<file path="src/hdl/pbl_pkg.sv">
// shared types, constants and helpers for the pixel blender
// no dependencies
package pbl_pkg;

    localparam int CH_W    = 8;
    localparam int NUM_CH  = 4;
    localparam int RATE_W  = 9;
    localparam int PROD_W  = 16;
    localparam int DATA_W  = 32;
    localparam int ADDR_W  = 3;
    localparam int TYPE_W  = 3;

    localparam logic [RATE_W-1:0] RATE_ONE   = 9'd256;
    localparam logic [CH_W-1:0]   CH_MAX     = 8'd255;
    localparam logic [RATE_W-1:0] RATE_RESET = 9'd256;
    localparam logic [DATA_W-1:0] FILL_RESET = 32'd0;

    // channel positions, alpha first
    localparam int CH_A = 0;

    typedef enum logic [TYPE_W-1:0] {
        OP_CONVERT  = 3'd0,
        OP_SCALE    = 3'd1,
        OP_OVER     = 3'd2,
        OP_XLUCENT  = 3'd3,
        OP_FILL     = 3'd4,
        OP_PREFILL  = 3'd5
    } op_t;

    typedef enum logic {
        REG_RATE = 1'b0,
        REG_FILL = 1'b1
    } reg_idx_t;

    // controls shared by all four channel datapaths
    typedef struct packed {
        op_t               op;
        logic [RATE_W-1:0] w;
        logic [RATE_W-1:0] k_src;
        logic [RATE_W-1:0] k_fill;
        logic              fill_clear;
    } chan_ctl_t;

    // alpha weight: a + (a > 0)
    function automatic logic [RATE_W-1:0] alpha_weight(input logic [CH_W-1:0] a);
        return {1'b0, a} + {{(RATE_W-1){1'b0}}, (a != '0)};
    endfunction

endpackage

</file>
<file path="src/hdl/pbl_chan.sv">
// one 8-bit channel of the blend datapath, all operations muxed by op code
// depends on pbl_pkg
module pbl_chan (
    input  pbl_pkg::chan_ctl_t        ctl,
    input  logic                      is_alpha,
    input  logic [pbl_pkg::CH_W-1:0]  src,
    input  logic [pbl_pkg::CH_W-1:0]  dst,
    input  logic [pbl_pkg::CH_W-1:0]  fill,
    output logic [pbl_pkg::CH_W-1:0]  res
);

    logic [pbl_pkg::PROD_W-1:0] prod_s_k;
    logic [pbl_pkg::PROD_W-1:0] prod_s_w;
    logic [pbl_pkg::PROD_W-1:0] prod_d_ks;
    logic [pbl_pkg::PROD_W-1:0] prod_d_kf;
    logic [pbl_pkg::PROD_W-1:0] prod_d_w;
    logic [pbl_pkg::PROD_W-1:0] prod_f_w;
    logic [pbl_pkg::PROD_W-1:0] mix;
    logic [pbl_pkg::CH_W-1:0]   fill_x;
    logic [pbl_pkg::CH_W-1:0]   over_src;
    logic [pbl_pkg::CH_W-1:0]   over_fill;

    // products, each 8 x 9 bits and below 2^16
    always_comb begin
        fill_x    = is_alpha ? pbl_pkg::CH_MAX : fill;
        prod_s_k  = pbl_pkg::PROD_W'(src) * pbl_pkg::PROD_W'(ctl.k_src);
        prod_s_w  = pbl_pkg::PROD_W'(src) * pbl_pkg::PROD_W'(ctl.w);
        prod_d_ks = pbl_pkg::PROD_W'(dst) * pbl_pkg::PROD_W'(pbl_pkg::RATE_ONE - ctl.k_src);
        prod_d_kf = pbl_pkg::PROD_W'(dst) * pbl_pkg::PROD_W'(pbl_pkg::RATE_ONE - ctl.k_fill);
        prod_d_w  = pbl_pkg::PROD_W'(dst) * pbl_pkg::PROD_W'(pbl_pkg::RATE_ONE - ctl.w);
        prod_f_w  = pbl_pkg::PROD_W'(fill_x) * pbl_pkg::PROD_W'(ctl.w);
        mix       = prod_d_w + prod_s_w;
        over_src  = prod_d_ks[15:8] + src;
        over_fill = prod_d_kf[15:8] + fill;
    end

    // result select
    always_comb begin
        unique case (ctl.op)
            pbl_pkg::OP_CONVERT: res = is_alpha ? src : prod_s_k[15:8];
            pbl_pkg::OP_SCALE:   res = prod_s_w[15:8];
            pbl_pkg::OP_OVER:    res = over_src;
            pbl_pkg::OP_XLUCENT: res = (ctl.w == pbl_pkg::RATE_ONE) ? over_src : mix[15:8];
            pbl_pkg::OP_FILL:    res = prod_d_w[15:8] + prod_f_w[15:8];
            pbl_pkg::OP_PREFILL: res = ctl.fill_clear ? dst : over_fill;
            default:             res = dst;
        endcase
    end

endmodule

</file>
<file path="src/hdl/premultiplied_alpha_pixel_blender.sv">
// Premultiplied ARGB8888 blender: an input transfer passes the input register, then the
// result register, before m_valid; throughput one pixel per clock while m_ready is not
// held low, set by the single registered pass through four parallel channel datapaths.
// Reset (aresetn low, synchronous) empties both stages, blend_rate = 256, fill_color = 0.
// Depends on pbl_pkg and pbl_chan.
module premultiplied_alpha_pixel_blender (
    input  logic                          aclk,
    input  logic                          aresetn,
    // input channel
    input  logic                          s_valid,
    output logic                          s_ready,
    input  logic [pbl_pkg::TYPE_W-1:0]    s_req_type,
    input  logic [pbl_pkg::CH_W-1:0]      s_src_a,
    input  logic [pbl_pkg::CH_W-1:0]      s_src_r,
    input  logic [pbl_pkg::CH_W-1:0]      s_src_g,
    input  logic [pbl_pkg::CH_W-1:0]      s_src_b,
    input  logic [pbl_pkg::CH_W-1:0]      s_dst_a,
    input  logic [pbl_pkg::CH_W-1:0]      s_dst_r,
    input  logic [pbl_pkg::CH_W-1:0]      s_dst_g,
    input  logic [pbl_pkg::CH_W-1:0]      s_dst_b,
    // result channel
    output logic                          m_valid,
    input  logic                          m_ready,
    output logic [pbl_pkg::CH_W-1:0]      m_out_a,
    output logic [pbl_pkg::CH_W-1:0]      m_out_r,
    output logic [pbl_pkg::CH_W-1:0]      m_out_g,
    output logic [pbl_pkg::CH_W-1:0]      m_out_b,
    // configuration port
    input  logic                          psel,
    input  logic                          penable,
    input  logic                          pwrite,
    input  logic [pbl_pkg::ADDR_W-1:0]    paddr,
    input  logic [pbl_pkg::DATA_W-1:0]    pwdata,
    output logic [pbl_pkg::DATA_W-1:0]    prdata,
    output logic                          pready
);

    logic [pbl_pkg::RATE_W-1:0] rate_reg, rate_next;
    logic [pbl_pkg::DATA_W-1:0] fill_reg, fill_next;
    pbl_pkg::reg_idx_t          reg_idx;
    logic                       cfg_wr;

    logic                        s1_valid_reg, s1_valid_next;
    logic                        m_valid_reg, m_valid_next;
    logic                        s1_adv;
    logic                        s_xfer;
    logic [pbl_pkg::TYPE_W-1:0]  type_reg;
    logic [pbl_pkg::NUM_CH-1:0][pbl_pkg::CH_W-1:0] src_reg, dst_reg;
    logic [pbl_pkg::NUM_CH-1:0][pbl_pkg::CH_W-1:0] fill_ch, res_ch, out_reg;

    pbl_pkg::chan_ctl_t ctl;

    // register file decode
    assign pready  = 1'b1;
    assign reg_idx = pbl_pkg::reg_idx_t'(paddr[2]);
    assign cfg_wr  = psel && penable && pwrite && pready;

    always_comb begin
        rate_next = rate_reg;
        fill_next = fill_reg;
        prdata    = '0;
        unique case (reg_idx)
            pbl_pkg::REG_RATE: begin
                prdata = pbl_pkg::DATA_W'(rate_reg);
                if (cfg_wr) begin
                    rate_next = pwdata[pbl_pkg::RATE_W-1:0];
                end
            end
            pbl_pkg::REG_FILL: begin
                prdata = fill_reg;
                if (cfg_wr) begin
                    fill_next = pwdata;
                end
            end
            default: prdata = '0;
        endcase
    end

    always_ff @(posedge aclk) begin
        if (!aresetn) begin
            rate_reg <= pbl_pkg::RATE_RESET;
            fill_reg <= pbl_pkg::FILL_RESET;
        end else begin
            rate_reg <= rate_next;
            fill_reg <= fill_next;
        end
    end

    // pipeline flow control
    assign s1_adv  = !m_valid_reg || m_ready;
    assign s_ready = !s1_valid_reg || s1_adv;
    assign s_xfer  = s_valid && s_ready;
    assign m_valid = m_valid_reg;

    always_comb begin
        s1_valid_next = s_ready ? s_valid : s1_valid_reg;
        m_valid_next  = s1_adv ? s1_valid_reg : m_valid_reg;
    end

    always_ff @(posedge aclk) begin
        if (!aresetn) begin
            s1_valid_reg <= 1'b0;
            m_valid_reg  <= 1'b0;
        end else begin
            s1_valid_reg <= s1_valid_next;
            m_valid_reg  <= m_valid_next;
        end
    end

    // input register
    always_ff @(posedge aclk) begin
        if (s_xfer) begin
            type_reg <= s_req_type;
            src_reg  <= {s_src_b, s_src_g, s_src_r, s_src_a};
            dst_reg  <= {s_dst_b, s_dst_g, s_dst_r, s_dst_a};
        end
    end

    // shared channel controls; rate above 256 saturates
    always_comb begin
        ctl.op         = pbl_pkg::op_t'(type_reg);
        ctl.w          = rate_reg[pbl_pkg::RATE_W-1] ? pbl_pkg::RATE_ONE : rate_reg;
        ctl.k_src      = pbl_pkg::alpha_weight(src_reg[pbl_pkg::CH_A]);
        ctl.k_fill     = pbl_pkg::alpha_weight(fill_reg[31:24]);
        ctl.fill_clear = (fill_reg[31:24] == '0);
        fill_ch        = {fill_reg[7:0], fill_reg[15:8], fill_reg[23:16], fill_reg[31:24]};
    end

    // per-channel datapaths
    for (genvar i = 0; i < pbl_pkg::NUM_CH; i++) begin : g_chan
        pbl_chan u_chan (
            .ctl      (ctl),
            .is_alpha (i == pbl_pkg::CH_A),
            .src      (src_reg[i]),
            .dst      (dst_reg[i]),
            .fill     (fill_ch[i]),
            .res      (res_ch[i])
        );
    end

    // result register
    always_ff @(posedge aclk) begin
        if (s1_adv && s1_valid_reg) begin
            out_reg <= res_ch;
        end
    end

    assign m_out_a = out_reg[0];
    assign m_out_r = out_reg[1];
    assign m_out_g = out_reg[2];
    assign m_out_b = out_reg[3];

endmodule

</file>
<file path="config.mk">
export PLATFORM = sky130hd
export DESIGN_NAME = premultiplied_alpha_pixel_blender
export DESIGN_NICKNAME = d
export VERILOG_FILES = /design/src/hdl/pbl_pkg.sv /design/src/hdl/pbl_chan.sv /design/src/hdl/premultiplied_alpha_pixel_blender.sv
export SDC_FILE = /design/constraint.sdc
export NUM_CORES = 2
export LEC_CHECK = 0
export BUFFER_PORTS_ARGS = -buffer_cell sky130_fd_sc_hd__buf_2
export CORE_MARGIN = 4
export CORE_UTILIZATION = 35
export DETAILED_ROUTE_END_ITERATION = 6
export GPL_ROUTABILITY_DRIVEN = 0
export PLACE_DENSITY = 0.52
export SYNTH_ARGS = -nofsm -noshare
export SYNTH_HDL_FRONTEND = slang
export SYNTH_SLANG_ARGS = --single-unit
</file>
<file path="constraint.sdc">
create_clock -name aclk -period 11.4 [get_ports aclk]
set_clock_uncertainty 0.05 [all_clocks]
set_input_delay 0.57 -clock aclk [delete_from_list [all_inputs] [get_ports aclk]]
set_output_delay 0.57 -clock aclk [all_outputs]
set_load 0.03 [all_outputs]
</file>
After elaboration in Yosys (flattened, before gate mapping)

Index checks and enable logic that the tools add are counted.

Memory bits (read-only): 0
Flip-flop bits (word level): 142
Memory bits (writable): 0
Latch bits: 0
Memories kept: 0
Word-level logic and storage cells: 96
Bits of input ports: 109
Output and inout port bits: 67

Multiply operators: 23
Reduce and logical (&&, ||, !) cells: 14
Shift operators: 0
Div/mod/pow operators: 0
Equal/unequal tests: 6
Magnitude comparators: 0
Add/subtract/negate cells: 21
Muxes and demuxes: 14
Bitwise gates (word level): 1

Operators by type and width:

| operator               | number |
|---|---|
| $pmux W8 S6            | 4 |
| $mul A8 B16 Y16        | 10 |
| $mul A8 B9 Y16         | 10 |
| $add A8 B8 Y8          | 12 |
| $add A16 B16 Y16       | 4 |
| $mux W8                | 8 |
| $pmux W32 S2           | 1 |
| $mul A9 B10 Y16        | 2 |
| $sub A9 B9 Y10 const A | 3 |
| $add A8 B1 Y9          | 2 |
| $mul A8 B9 Y16 const A | 1 |
| $reduce_bool A8 Y1     | 2 |
| $eq A9 B9 Y1 const B   | 1 |
| $mux W9                | 1 |
| $logic_not A8 Y1       | 1 |
| $eq A3 B2 Y1 const B   | 2 |
| $eq A3 B3 Y1 const B   | 2 |
| $logic_and A1 B1 Y1    | 4 |
| $reduce_and A2 Y1      | 2 |
| $eq A3 B1 Y1 const B   | 1 |
| $logic_not A3 Y1       | 1 |
| $logic_not A1 Y1       | 2 |
| $logic_or A1 B1 Y1     | 2 |
| $not A1 Y1             | 1 |

Logic depth before layout (Yosys ltp)

Depth in word-level cells: 7
Mapped depth: 41
Depth with buffers taken out: 38

Cells and area by module

Synthesis repeated with hierarchy kept, for this count alone.

Cell total of the unflattened synthesis: 8384
Area total of the unflattened synthesis: 70517.6 um^2

Modules (own cells, without submodules):

| module                            | cells an instance | sequential area each (um^2) | area each (um^2) | instances |
|---|---|---|---|---|
| pbl_chan at g_chan[0].u_chan      | 2021              | 0.0                         | 16397.0          | 1 |
| pbl_chan at g_chan[3].u_chan      | 1996              | 0.0                         | 16315.6          | 1 |
| pbl_chan at g_chan[1].u_chan      | 2002              | 0.0                         | 16314.4          | 1 |
| pbl_chan at g_chan[2].u_chan      | 1990              | 0.0                         | 16239.3          | 1 |
| premultiplied_alpha_pixel_blender | 375               | 3833.7                      | 5251.3           | 1 |

Worst setup path after synthesis

Ideal clock, no wire load.

Path type: register -> register
From: register fill_reg[26] in the netlist's numbering
To: register out_reg (netlist bit m_out_g[7]) (data pin)
Cell stages (with the launch flop): 39
Path slack: 3.019 ns
Period minus slack after synthesis: 8.381 ns
Required time: 11.089 ns
Buffers on the path: 3
Library setup time: 0.261 ns
Arrival time: 8.070 ns
Cell sequence: dfxtp_1 > inv_1 > ha_1 > nand4_1 > inv_1 > clkbuf_1 > clkbuf_1 > ha_1 > ha_1 > inv_1 > ha_1 > o21bai_1 > a211oi_1 > xnor2_1 > clkbuf_1 > nand2_1 > fa_1 > inv_1 > [3 not listed] > fa_1 > inv_1 > ha_1 > nand3_1 > nand2_1 > a41o_1 > o211a_1 > o21a_1 > o31a_1 > ha_1 > or3_1 > o21ai_0 > a21oi_1 > xnor3_1 > a41oi_1 > o21a_1 > o211ai_1 > o32a_1

Longest elaborated chain between the ends: 7
Elaborated cells on any way between the ends: 8
Classes of those cells: 3 x add/sub; 1 x mul; 2 x mux; 2 x reduce/logical

Ends and longest elaborated chain:

| element                           | line                                     | source |
|---|---|---|
| start: declaration                | premultiplied_alpha_pixel_blender.sv:39  | `logic [pbl_pkg::DATA_W-1:0] fill_reg, fill_next;` |
| start signal: assignment          | premultiplied_alpha_pixel_blender.sv:82  | `fill_reg <= pbl_pkg::FILL_RESET;` |
| start signal: assignment          | premultiplied_alpha_pixel_blender.sv:85  | `fill_reg <= fill_next;` |
| $reduce_bool A8 Y1                | pbl_pkg.sv:46                            | `return {1'b0, a} + {{(RATE_W-1){1'b0}}, (a != '0)};` |
| $add A8 B1 Y9                     | pbl_pkg.sv:46                            |  |
| $sub A9 B9 Y10                    | pbl_chan.sv:29                           | `prod_d_kf = pbl_pkg::PROD_W'(dst) * pbl_pkg::PROD_W'(pbl_pkg::RATE_ONE - ctl.k_fill);` |
| $mul A8 B16 Y16                   | pbl_chan.sv:29                           |  |
| $add A8 B8 Y8                     | pbl_chan.sv:34                           | `over_fill = prod_d_kf[15:8] + fill;` |
| $mux W8 (*)                       | pbl_chan.sv:45                           | `pbl_pkg::OP_PREFILL: res = ctl.fill_clear ? dst : over_fill;` |
| $pmux W8 S6 (*)                   | pbl_chan.sv:39                           | `unique case (ctl.op)` |
| net g_chan[2].u_chan.res, one bit | pbl_chan.sv:9                            | `output logic [pbl_pkg::CH_W-1:0] res` |
| end signal: assignment            | premultiplied_alpha_pixel_blender.sv:144 | `out_reg <= res_ch;` |
| end: declaration                  | premultiplied_alpha_pixel_blender.sv:49  | `logic [pbl_pkg::NUM_CH-1:0][pbl_pkg::CH_W-1:0] fill_ch, res_ch, out_reg;` |

Mark *: on every way through the listed nets, which the timed path passes. The rest lies on a longest branch.
A chain may end at the register's enable or synchronous reset.

Final worst setup path

Same ends and word-level chain as after synthesis.

==> flow_summary_export.csv <==
group,metric,value,unit
global_routing,grt_pass1_wl,331000,µm
placement,port_buffers,172,
timing,hold_violations,0,
critical_path,cp-end-kind,"flop",
layout,drive_gt1_share,5.82,%
logic_synthesis,ys_seq_elements,142,
logic_synthesis,synthTopCellsByArea,"fa_1 (35%), ha_1 (16%), inv_1 (8.4%)",
logic_synthesis,synth_top_area_share,35.2,%
die,die-area,0.191,mm²
pwr,power_density,140,mW/mm²
status,status,"completed",
pwr,power_leakage,34.0,nW
detailed_routing,first_pass_iters,5,
logic_synthesis,avgSynthCellArea,8.57,µm²
run,cap_violations,0,
layout,seq_area,0.00384,mm²
critical_path,critPathMaxStageDelay,0.70,ns
global_routing,grt_max_degree,59,
global_routing,track_usage,22.8,%
die,rows,157,
logic_synthesis,synth-seq-area-share,5.94,%
detailed_routing,vias,51100,
global_routing,antenna_found_initial,16,
detailed_routing,post_drt_wl_per_cell,21.6,µm
placement,dpl.hpwl,167000,µm
detailed_routing,drc,0,
clock_tree,cts_sinks,142,
logic_synthesis,synthArstFlopShare,0,%
clock_tree,cts-hold-fix-buffers,0,
clock_tree,cts_tree,"done",
clock_tree,numCtsBuffers,17,
logic_synthesis,synth_nets,9595,
clock_tree,cts_resized,0,
logic_synthesis,synth.most_common_cell,"inv_1",
critical_path,worstReg2RegEnd,"m_out_g[7]$_DFFE_PP_",
clock_tree,cts_setup_buffers,0,
critical_path,critical_path.slowest_cell,"o21ai_0",
layout,multiInputGateArea,0.0542,mm²
global_routing,overflow,0,
detailed_routing,drtIter0Drc,3023,
critical_path,crit_end,"m_out_g[7]$_DFFE_PP_",
timing,tightestPinTransition,1.16,ns
clock_tree,htreeDepth,4,
detailed_routing,routed_via_density,5.11,
critical_path,startpoint_type,"flop",
logic_synthesis,syn_area,0.0646,mm²
timing,rsz0062_at_grt,"false",
logic_synthesis,ys_warn_count,0,
die,coreArea,0.183,mm²
critical_path,reg2reg_from,"fill_reg[26]$_SDFFE_PN0P_",
timing,maxSlewHeadroom,22.9,%
critical_path,crit_path_max_fanout,21,
detailed_routing,drt-total-wl,216000,µm
logic_synthesis,netlist-cell-type-count,89,
critical_path,regToRegSetupSlack,1.42,ns
timing,fin_crit_sh,87.5,%
clock_tree,cts.clk_slew.worst_paths,0.10,ns
timing,setup_viol,0,
layout,fin_nets,9558,
critical_path,crit_start,"fill_reg[26]$_SDFFE_PN0P_",
critical_path,arrival,10.27,ns
logic_synthesis,synth_ff_type,"edfxtp_1",
layout,fillers,18800,
global_routing,grt_pass1_vias,53800,
logic_synthesis,synth_cells,7537,
logic_synthesis,yosys-top-cells-count,"inv_1 (1,440), fa_1 (1,137), nand2_1 (1,007), ha_1 (812), and2_1 (756)",
pwr,ir_worst_vdd,0.151,mV
critical_path,crit_type,"reg -> reg",
timing,final.setup.tns,0,ns
critical_path,worstPathRequired,11.70,ns
die,pin_count,176,
hold_path,hold_class,"in -> reg",
critical_path,r2r_cells,38,
layout,area_delta_synth_final,7.11,%
clock_tree,ctsLongestPathBuffers,2,
clock_tree,cts_root_buf,"clkbuf_16",
logic_synthesis,yosys.area.top_type,"fa_1",
timing,final_max_slew_viol_count,0,
timing,max_freq,0.100,GHz
die,initial_core_util,35.2,%
die,die_y,438,µm
detailed_routing,final_antenna_net_count,0,
die,dieWidth,438,µm
pwr,p_total,9.66,mW
logic_synthesis,synth_edf_count,99,
clock_tree,clk-insertion-delay-late,0.58,ns
timing,min_period,9.98,ns
-- how the worst min path moves through the flow --
| stage | from | end | slack (ns) | depth (start not counted) |
|---|---|---|---|---|
| 2_1_floorplan | rate_reg[2]$_SDFFE_PN0P_ | rate_reg[2]$_SDFFE_PN0P_ | 0.40 | 2 |
| 3_3_place_gp | fill_reg[17]$_SDFFE_PN0P_ | fill_reg[17]$_SDFFE_PN0P_ | 0.41 | 2 |
| 3_5_place_dp | fill_reg[17]$_SDFFE_PN0P_ | fill_reg[17]$_SDFFE_PN0P_ | 0.42 | 2 |
| 4_1_cts | s_dst_r[0] | dst_reg[8]$_DFFE_PP_ | 0.04 | 1 |
| 5_1_grt | s_dst_r[5] | dst_reg[13]$_DFFE_PP_ | 0.06 | 1 |
| 6_report | s_dst_r[0] | dst_reg[8]$_DFFE_PP_ | 0.10 | 1 |
-- critical path: cells and delay by family, from the launching register on --
family | cells | cell delay (ns)
buf+inv | 8 | 1.14
fa+ha+maj | 10 | 3.31
simple gates | 4 | 0.37
xor+xnor | 2 | 1.09
compound gates | 14 | 3.32
flops | 1 | 0.44
-- stage by stage --
step	instances	utilization [%]	hold WS (ns)	worst slack, ns	area, µm²
floorplan	7537	-	0.399	3.02	64600
global placement	9945	37.4	0.410	1.45	68500
detailed placement	9945	37.4	0.422	1.41	68500
CTS	9977	37.7	0.0354	1.40	69200
global route	9977	37.7	0.0619	0.962	69200
finish	9984	37.7	0.104	1.42	69200
-- power by group --
part / total, mW / switching, mW / leakage [nW] / internal (mW)
sequential: 0.692 / 0.0642 / 1.30 / 0.628
combinational: 8.27 / 4.99 / 32.4 / 3.28
clock: 0.699 / 0.343 / 0.310 / 0.356
-- logic make-up (layout without fill, tap and decap cells) --
family                     count (synthesis)  count (layout)  synth area share, %
AOI/OAI and AO/OA                        743             743                 7.69
xor gates and xnor gates                 455             455                 6.40
adders and majority gates               1949            1949                 51.0
buffers and inverters                   1818            1794                 10.6
DFF                                      142             142                 5.94
muxes                                     21              21                0.351
other                                      2               9               0.0116
and+or+nand+nor                         2407            2407                 18.0
-- per-layer routing --
metal  GRT usage [%]  up-vias  share of wire, %
li1                -    23100                 -
met1            29.0    26400                42
met2            39.3     1303                49
met3            2.76      326               5.0
met4            9.62        2               4.8
met5               0        -            0.0079
-- layout by cell type (no fill, tap or decap), types with 97 or more instances in the layout --
cell	instances
and2_1	755
fa_1	1137
nor2_1	328
o21ai_0	118
xor2_1	97
a21oi_1	204
buf_2	172
xnor2_1	325
buf_4	142
inv_1	1439
nand2_1	1007
ha_1	811
edfxtp_1	99
-- area by class of cell --
cell class | instances | area share, %
Sequential cell | 142 | 5.55
Timing Repair Buffer | 317 | 2.87
Inverter | 1445 | 7.84
Clock inverter | 15 | 0.315
Clock buffer | 17 | 0.615
Multi-Input combinational cell | 5577 | 78.3
Tap cell | 2464 | 4.46
Antenna cell | 7 | 0.0253
Power figures use the tool's default switching activity.
